[config.mk]
export PLATFORM = sky130hd
export DESIGN_NAME = hole_fit_allocator
export DESIGN_NICKNAME = d
export VERILOG_FILES = /design/src/design/hfa_pkg.sv /design/src/design/hfa_cell.sv /design/src/design/hole_fit_allocator.sv
export SDC_FILE = /design/constraint.sdc
export NUM_CORES = 2
export LEC_CHECK = 0
export ABC_AREA = 1
export BUFFER_PORTS_ARGS = -buffer_cell sky130_fd_sc_hd__buf_2
export CELL_PAD_IN_SITES_DETAIL_PLACEMENT = 1
export CELL_PAD_IN_SITES_GLOBAL_PLACEMENT = 1
export CORE_ASPECT_RATIO = 1.5
export CORE_MARGIN = 2
export CORE_UTILIZATION = 52
export CTS_BUF_LIST = sky130_fd_sc_hd__clkbuf_4
export DETAILED_ROUTE_END_ITERATION = 6
export GPL_ROUTABILITY_DRIVEN = 0
export GPL_TIMING_DRIVEN = 0
export PLACE_DENSITY_LB_ADDON = 0.1
export SYNTH_ARGS = -nofsm -noshare
export SYNTH_HDL_FRONTEND = slang
export SYNTH_SLANG_ARGS = --single-unit
[constraint.sdc]
create_clock -name clock -period 8.9 [get_ports clock]
set_input_delay 1.335 -clock clock [delete_from_list [all_inputs] [get_ports clock]]
set_output_delay 1.335 -clock clock [all_outputs]
set_load 0.02 [all_outputs]
[src/design/hfa_pkg.sv]
// Shared types and constants for the hole fit allocator.
`default_nettype none

package hfa_pkg;

   // Fixed field widths
   localparam int REQ_W         = 16;
   localparam int IDX_W         = 4;
   localparam int CNT_W         = 5;
   localparam int MODE_W        = 2;
   localparam int ADDRESSABLE   = 16;

   // Defaults for top-level parameters
   localparam int NUM_HOLES_DEF  = 16;
   localparam int SIZE_WIDTH_DEF = 16;

   // Search policies
   localparam logic [MODE_W-1:0] FIT_FIRST = 2'd0;
   localparam logic [MODE_W-1:0] FIT_BEST  = 2'd1;
   localparam logic [MODE_W-1:0] FIT_WORST = 2'd2;

   // Operation codes
   localparam logic OP_LOAD  = 1'b0;
   localparam logic OP_ALLOC = 1'b1;

   // Register indexes (paddr bit 2)
   localparam logic REG_FIT_MODE   = 1'b0;
   localparam logic REG_HOLE_COUNT = 1'b1;

   // Reset values of the registers
   localparam logic [MODE_W-1:0] FIT_MODE_RST   = FIT_FIRST;
   localparam logic [CNT_W-1:0]  HOLE_COUNT_RST = 5'd16;

   typedef struct packed {
      logic             op;
      logic [IDX_W-1:0] hole_index;
      logic [REQ_W-1:0] load_size;
      logic [REQ_W-1:0] request_size;
   } req_word_type;

   typedef struct packed {
      logic             granted;
      logic [IDX_W-1:0] chosen_hole;
      logic [REQ_W-1:0] remaining_size;
   } rsp_word_type;

   // Control part of the search token that walks the cell chain
   typedef struct packed {
      logic             valid;
      logic             found;
      logic [IDX_W-1:0] best;
   } tok_ctl_type;

   // Write strobe broadcast to the cells
   typedef struct packed {
      logic             en;
      logic [IDX_W-1:0] idx;
   } wr_ctl_type;

endpackage

`default_nettype wire

[src/design/hfa_cell.sv]
// One cell of the chain: holds one hole size and updates the passing search token.
`default_nettype none

module hfa_cell
   import hfa_pkg::*;
#(
   parameter int SizeWidth = SIZE_WIDTH_DEF,
   parameter int Index     = 0
) (
   input  wire                       clock,
   input  wire                       reset,
   input  wire  [MODE_W-1:0]         mode,
   input  wire  [CNT_W-1:0]          count,
   input  wr_ctl_type                wr,
   input  wire  [SizeWidth-1:0]      wr_data,
   input  tok_ctl_type               tok_in,
   input  wire  [SizeWidth-1:0]      key_in,
   input  wire  [SizeWidth-1:0]      rem_in,
   input  wire  [REQ_W-1:0]          req_in,
   output tok_ctl_type               tok_out,
   output logic [SizeWidth-1:0]      key_out,
   output logic [SizeWidth-1:0]      rem_out,
   output logic [REQ_W-1:0]          req_out
);

   localparam int CmpW = (SizeWidth > REQ_W) ? SizeWidth : REQ_W;

   logic [SizeWidth-1:0] hole_ff;
   tok_ctl_type          tok_ff, tok_in_nx;
   logic [SizeWidth-1:0] key_ff, key_in_nx;
   logic [SizeWidth-1:0] rem_ff;
   logic [REQ_W-1:0]     req_ff;

   logic [CmpW-1:0]      hole_ext, req_ext, left_ext;
   logic [SizeWidth-1:0] left;
   logic                 active, fits, take;

   // Compare this cell's hole with the request
   assign active   = int'(count) > Index;
   assign hole_ext = CmpW'(hole_ff);
   assign req_ext  = CmpW'(req_in);
   assign fits     = active && (hole_ext >= req_ext);
   assign left_ext = hole_ext - req_ext;
   assign left     = left_ext[SizeWidth-1:0];

   // Policy decision; earlier cells win ties
   always_comb begin
      case (mode)
         FIT_BEST:  take = fits && (!tok_in.found || left < key_in);
         FIT_WORST: take = fits && (!tok_in.found || hole_ff > key_in);
         default:   take = fits && !tok_in.found;
      endcase
   end

   always_comb begin
      tok_in_nx       = tok_in;
      tok_in_nx.found = tok_in.found | take;
      tok_in_nx.best  = take ? IDX_W'(Index) : tok_in.best;
      key_in_nx       = key_in;
      if (take) begin
         key_in_nx = (mode == FIT_BEST) ? left : hole_ff;
      end
   end

   // Hole storage: loads and post-grant shrink
   always_ff @(posedge clock) begin
      if (reset) begin
         hole_ff <= '0;
      end else if (wr.en && wr.idx == IDX_W'(Index)) begin
         hole_ff <= wr_data;
      end
   end

   // Token stage toward the next cell
   always_ff @(posedge clock) begin
      if (reset) begin
         tok_ff.valid <= 1'b0;
      end else begin
         tok_ff.valid <= tok_in.valid;
      end
      tok_ff.found <= tok_in_nx.found;
      tok_ff.best  <= tok_in_nx.best;
      key_ff       <= key_in_nx;
      rem_ff       <= take ? left : rem_in;
      req_ff       <= req_in;
   end

   assign tok_out = tok_ff;
   assign key_out = key_ff;
   assign rem_out = rem_ff;
   assign req_out = req_ff;

endmodule

`default_nettype wire

[src/design/hole_fit_allocator.sv]
// Top level of the hole fit allocator: register port, cell chain, result buffering.
//
//   channel   direction  handshake              payload
//   req       in         req_valid / req_stall  req_word (req_word_type)
//   rsp       out        rsp_valid / rsp_stall  rsp_word (rsp_word_type)
//   csr       in/out     psel/penable, pready   paddr, pwdata, prdata
//
// A load word is written into the table when it is accepted.
// An allocate word walks the chain one cell per cycle; its result passes through the
// registers of the N = min(NumHoles, 16) cells, then the pending result register,
// then into the output register once that register is free.
// Reset clears the hole table and all valid flags and resets both registers.
// req_stall is high during a search and while its result waits for the output
// register; a stalled output therefore also holds up the next search.
`default_nettype none

module hole_fit_allocator
   import hfa_pkg::*;
#(
   parameter int NumHoles  = NUM_HOLES_DEF,
   parameter int SizeWidth = SIZE_WIDTH_DEF
) (
   input  wire          clock,
   input  wire          reset,
   // input channel
   input  wire          req_valid,
   output logic         req_stall,
   input  req_word_type req_word,
   // result channel
   output logic         rsp_valid,
   input  wire          rsp_stall,
   output rsp_word_type rsp_word,
   // register port
   input  wire          psel,
   input  wire          penable,
   input  wire          pwrite,
   input  wire  [2:0]   paddr,
   input  wire  [31:0]  pwdata,
   output logic [31:0]  prdata,
   output logic         pready
);

   localparam int NumCells = (NumHoles < ADDRESSABLE) ? NumHoles : ADDRESSABLE;
   localparam int ExtW     = (SizeWidth > REQ_W) ? SizeWidth : REQ_W;

   // Configuration registers
   logic [MODE_W-1:0] fit_mode_ff;
   logic [CNT_W-1:0]  hole_count_ff;
   logic              csr_write;

   assign pready    = 1'b1;
   assign csr_write = psel && penable && pwrite && pready;

   always_ff @(posedge clock) begin
      if (reset) begin
         fit_mode_ff   <= FIT_MODE_RST;
         hole_count_ff <= HOLE_COUNT_RST;
      end else if (csr_write) begin
         case (paddr[2])
            REG_FIT_MODE:   fit_mode_ff   <= pwdata[MODE_W-1:0];
            REG_HOLE_COUNT: hole_count_ff <= pwdata[CNT_W-1:0];
            default:        ;
         endcase
      end
   end

   always_comb begin
      case (paddr[2])
         REG_FIT_MODE:   prdata = 32'(fit_mode_ff);
         REG_HOLE_COUNT: prdata = 32'(hole_count_ff);
         default:        prdata = '0;
      endcase
   end

   // Input acceptance
   logic scan_ff, pend_ff;
   logic accept, alloc_accept, load_accept;

   assign req_stall    = scan_ff || pend_ff;
   assign accept       = req_valid && !req_stall;
   assign alloc_accept = accept && (req_word.op == OP_ALLOC);
   assign load_accept  = accept && (req_word.op == OP_LOAD)
                         && (int'(req_word.hole_index) < NumHoles);

   // Cell chain
   tok_ctl_type          tok_chain [0:NumCells];
   logic [SizeWidth-1:0] key_chain [0:NumCells];
   logic [SizeWidth-1:0] rem_chain [0:NumCells];
   logic [REQ_W-1:0]     req_chain [0:NumCells];
   wr_ctl_type           wr;
   logic [SizeWidth-1:0] wr_data;
   tok_ctl_type          tail;

   assign tok_chain[0].valid = alloc_accept;
   assign tok_chain[0].found = 1'b0;
   assign tok_chain[0].best  = '0;
   assign key_chain[0]       = '0;
   assign rem_chain[0]       = '0;
   assign req_chain[0]       = req_word.request_size;

   for (genvar g = 0; g < NumCells; g++) begin : g_cell
      hfa_cell #(
         .SizeWidth (SizeWidth),
         .Index     (g)
      ) u_cell (
         .clock   (clock),
         .reset   (reset),
         .mode    (fit_mode_ff),
         .count   (hole_count_ff),
         .wr      (wr),
         .wr_data (wr_data),
         .tok_in  (tok_chain[g]),
         .key_in  (key_chain[g]),
         .rem_in  (rem_chain[g]),
         .req_in  (req_chain[g]),
         .tok_out (tok_chain[g+1]),
         .key_out (key_chain[g+1]),
         .rem_out (rem_chain[g+1]),
         .req_out (req_chain[g+1])
      );
   end

   assign tail = tok_chain[NumCells];

   // Table write: a load, or the shrink of the granted hole at chain exit
   always_comb begin
      wr.en   = 1'b0;
      wr.idx  = req_word.hole_index;
      wr_data = SizeWidth'(req_word.load_size);
      if (tail.valid) begin
         wr.en   = tail.found;
         wr.idx  = tail.best;
         wr_data = rem_chain[NumCells];
      end else if (load_accept) begin
         wr.en = 1'b1;
      end
   end

   // Result formatting
   logic [ExtW-1:0] rem_ext;
   rsp_word_type    res_in;
   rsp_word_type    res_ff;
   logic            move;

   assign rem_ext = ExtW'(rem_chain[NumCells]);

   always_comb begin
      res_in = '0;
      if (tail.found) begin
         res_in.granted        = 1'b1;
         res_in.chosen_hole    = tail.best;
         res_in.remaining_size = rem_ext[REQ_W-1:0];
      end
   end

   // Search busy flag and pending result
   logic         rsp_valid_ff;
   rsp_word_type rsp_word_ff;

   assign move = pend_ff && (!rsp_valid_ff || !rsp_stall);

   always_ff @(posedge clock) begin
      if (reset) begin
         scan_ff <= 1'b0;
         pend_ff <= 1'b0;
      end else begin
         if (alloc_accept) begin
            scan_ff <= 1'b1;
         end else if (tail.valid) begin
            scan_ff <= 1'b0;
         end
         if (tail.valid) begin
            pend_ff <= 1'b1;
         end else if (move) begin
            pend_ff <= 1'b0;
         end
      end
      if (tail.valid) begin
         res_ff <= res_in;
      end
   end

   // Output register
   always_ff @(posedge clock) begin
      if (reset) begin
         rsp_valid_ff <= 1'b0;
      end else if (move) begin
         rsp_valid_ff <= 1'b1;
      end else if (!rsp_stall) begin
         rsp_valid_ff <= 1'b0;
      end
      if (move) begin
         rsp_word_ff <= res_ff;
      end
   end

   assign rsp_valid = rsp_valid_ff;
   assign rsp_word  = rsp_word_ff;

endmodule

`default_nettype wire

==> impl_metrics.json <==
{
  "synth_seq_cells": 1125,
  "ys_types": 46,
  "cts_hold_buf": 0,
  "violations": "design-rule violations, max-capacitance violations, max-slew violations",
  "start_util_pct": 52.2,
  "cts_setup_buffers": 0,
  "drtIter0Drc": 4808,
  "num-fill-cells": 16500,
  "finalMaxSlewViolations": 77,
  "hold_violations": 0,
  "netlist_area_um2": 64300,
  "power_frac_seq_pct": 46.3,
  "setup_ws_ns": 3.51,
  "die_w_um": 291,
  "fin_nets": 10300,
  "dp_worst_setup_slack_ns": 4.03,
  "synth_edf_count": 42,
  "power.total_uw": 11500,
  "cts_tree": "done",
  "avgSynthCellArea_um2": 7.06,
  "grt_pass1_wl_um": 430000,
  "setup_tns_ns": 0,
  "post-route-period-util_pct": 60.6,
  "clockPowerShare_pct": 40.8,
  "groute.usage.overall_pct": 45.8,
  "cp-end-kind": "register",
  "p_switching_uw": 3510,
  "grt_max_degree": 27,
  "crit_fanout": 10,
  "netlist_instances": 9098,
  "clk_pin_slew_ns": 0.07,
  "final_common_cell": "nand2_1",
  "ctsLongestPathBuffers": 4,
  "core-area_um2": 123000,
  "wirelength_um": 294000,
  "cts_inserted_buffers": 296,
  "max_cap_violations": 7,
  "max_slew.worst_pin.slew_ns": 1.71,
  "dp_hpwl_um": 228000,
  "clk_latency_ns": 1.42,
  "row_count": 158,
  "fmax_ghz": 0.185,
  "irDropWorstVdd_mv": 0.171,
  "slew_headroom_pct": -14.1,
  "ys.flop_type": "dfxtp_1",
  "num_io_pins": 135,
  "swShare_pct": 30.6,
  "holdCritPathClass": "in -> reg",
  "areaGrowthSynthToFinish_pct": 9.75,
  "finish.utilization_pct": 57.3,
  "yosysSeqAreaShare_pct": 35.7,
  "status": "finished with violations",
  "root_buffer": "clkbuf_4",
  "post-route-min-period_ns": 5.39,
  "leakage_uw": 0.0350,
  "drive_above_1_share_pct": 7.24,
  "whs_ns": 0.104,
  "crit_type": "reg -> reg",
  "rsz0062_at_grt": "no",
  "fp.dieArea_um2": 126000,
  "ant_nets": 0,
  "critPathArrivalTime_ns": 6.67,
  "p_per_area_nw_per_um2": 163,
  "clock-skew-final_ns": 0.136,
  "portBuffers": 75,
  "yosys_warnings": 0,
  "first_pass_iters": 7,
  "cp-start-kind": "register",
  "async_reset_ff_share_pct": 0,
  "required_ns": 10.17,
  "setup_violations": 0,
  "wl_per_cell_um": 25.9,
  "layout_common_cells": "nand2_1 (2,750), inv_1 (1,148), dfxtp_1 (1,083)",
  "die_h_um": 435,
  "cts-htree-levels": 5,
  "viasPerCell": 5.97,
  "antenna_found_initial": 36,
  "grt_pass1_vias": 71300,
  "cts.sinks": 1125,
  "num_vias": 67600,
  "post_cts_resized": 0,
  "overflow": 0,
  "drc": 6,
  "p_comb_share_pct": 12.8,
  "p_int_uw": 7990
}
## power by group through the flow
stage / clock network [µW] / registers [µW] / logic [µW]
after floorplan: 0 / 5360 / 880
after global placement: 0 / 5430 / 1340
after detailed placement: 0 / 5430 / 1400
after CTS: 4700 / 5320 / 1420
after global routing: 4960 / 5330 / 1590
final: 4700 / 5330 / 1480
## cell type report
class / count / area, µm² / area share (%)
flip-flops and latches: 1125 / 22900 / 32.5
plain buffers: 317 / 1460 / 2.07
clock buffers: 399 / 3000 / 4.25
inverters: 1167 / 4380 / 6.21
multi-input cells: 6515 / 35600 / 50.5
repair buffers: 78 / 417 / 0.591
well taps: 1600 / 2000 / 2.84
clock inverters: 92 / 638 / 0.905
diodes: 35 / 87.6 / 0.124
## synthesized netlist by cell type, types with 4 or more instances
master       n  area (µm²)
nand2_1   2750       10300
inv_1     1148        4310
dfxtp_1   1083       21700
nand3_1    843        4220
a21oi_1    730        3650
ha_1       723        9050
o21ai_0    472        2360
nor2_1     366        1370
clkbuf_1   209         785
and2_1     114         713
xor2_1     101         885
nand4_1     57         357
buf_2       49         245
buf_4       44         330
edfxtp_1    42        1260
o21ai_1     41         205
nor4_1      40         250
nand3b_1    38         285
a21o_1      23         173
nor3_1      20         100
o21bai_1    19         143
xnor2_1     18         158
fa_1        16         320
nand2_2     16         100
or2_2       16         100
o21a_1      15         113
a21boi_0    14         105
buf_1       12        45.0
nor2_4      12         135
inv_2       11        41.3
a211oi_1     8        60.1
clkinv_1     8        30.0
nand2_4      8        90.1
nand2b_1     8        50.1
nor2_2       4        25.0
## flip-flops by register name, summed over array words and instances (netlist names)
register and flops:
res_ff 21, g_cell.u_cell.tok_out 81, g_cell.u_cell.hole_ext 256, hole_count_ff 5
g_cell.u_cell.rem_out 256, g_cell.u_cell.req_out 240, fit_mode_ff 2, g_cell.u_cell.key_out 240
pend_ff 1, rsp_word 21, rsp_valid 1, scan_ff 1
## per-stage QoR
| step | cells | instance area, µm² |
|---|---|---|
| global placement | 10800 | 66700 |
| global route | 11300 | 70500 |
| floorplan | 9124 | 64400 |
| CTS | 11300 | 70400 |
| detailed placement | 10800 | 66800 |
| finish | 11300 | 70500 |
## metal layers
metal	routed length, µm	track usage (%)	vias to the layer above
met5	95	0	-
met4	39700	53.6	14
met3	22800	13.2	1848
met2	136000	75.5	3501
met1	95500	43.0	32000
li1	-	-	30300
## critical path, stage by stage, from the launching register on
cell and delay [ns]:
dfxtp_1 0.59, inv_1 0.10, ha_1 0.29, nand2_1 0.06
o21ai_0 0.61, nand3_1 0.14, nand2_1 0.19, nand2_1 0.12
nand2_1 0.12, nand2_1 0.09, and2_1 0.19, ha_1 0.32
nand2_1 0.11, nor4_1 0.28, nand2_1 0.10, nand3_1 0.07
nand2_1 0.10, nand2_1 0.07, nand2_1 0.19, nand2_1 0.51
clkbuf_1 0.49, nand2_1 0.33, nand2_1 0.19
## worst paths after layout
path | start | depth (start not counted) | slack (ns) | endpoint
worst min-delay path | req_word[14] | 1 | 0.10 | g_cell[0].u_cell.req_out[14]
worst min register to register | g_cell[10].u_cell.req_out[5] | 0 | 0.28 | g_cell[11].u_cell.req_out[5]
worst max-delay path | g_cell[10].u_cell.req_out[1] | 22 | 3.51 | g_cell[11].u_cell.rem_out[4]
worst max register to register | g_cell[10].u_cell.req_out[1] | 22 | 3.51 | g_cell[11].u_cell.rem_out[4]
## logic make-up (layout without fill, tap and decap cells)
family / Yosys count / after routing / share of synthesized area, %
XOR/XNOR: 119 / 119 / 1.62
adder cells (fa/ha/maj): 739 / 739 / 14.6
buffers and inverters: 1484 / 2053 / 9.06
other: 2 / 63 / 0.0117
flip-flops: 1125 / 1125 / 35.7
AND/OR/NAND/NOR: 4297 / 4297 / 28.3
AO/OA/AOI/OAI: 1332 / 1332 / 10.8
Note: power is estimated with default switching activity, not from simulation.
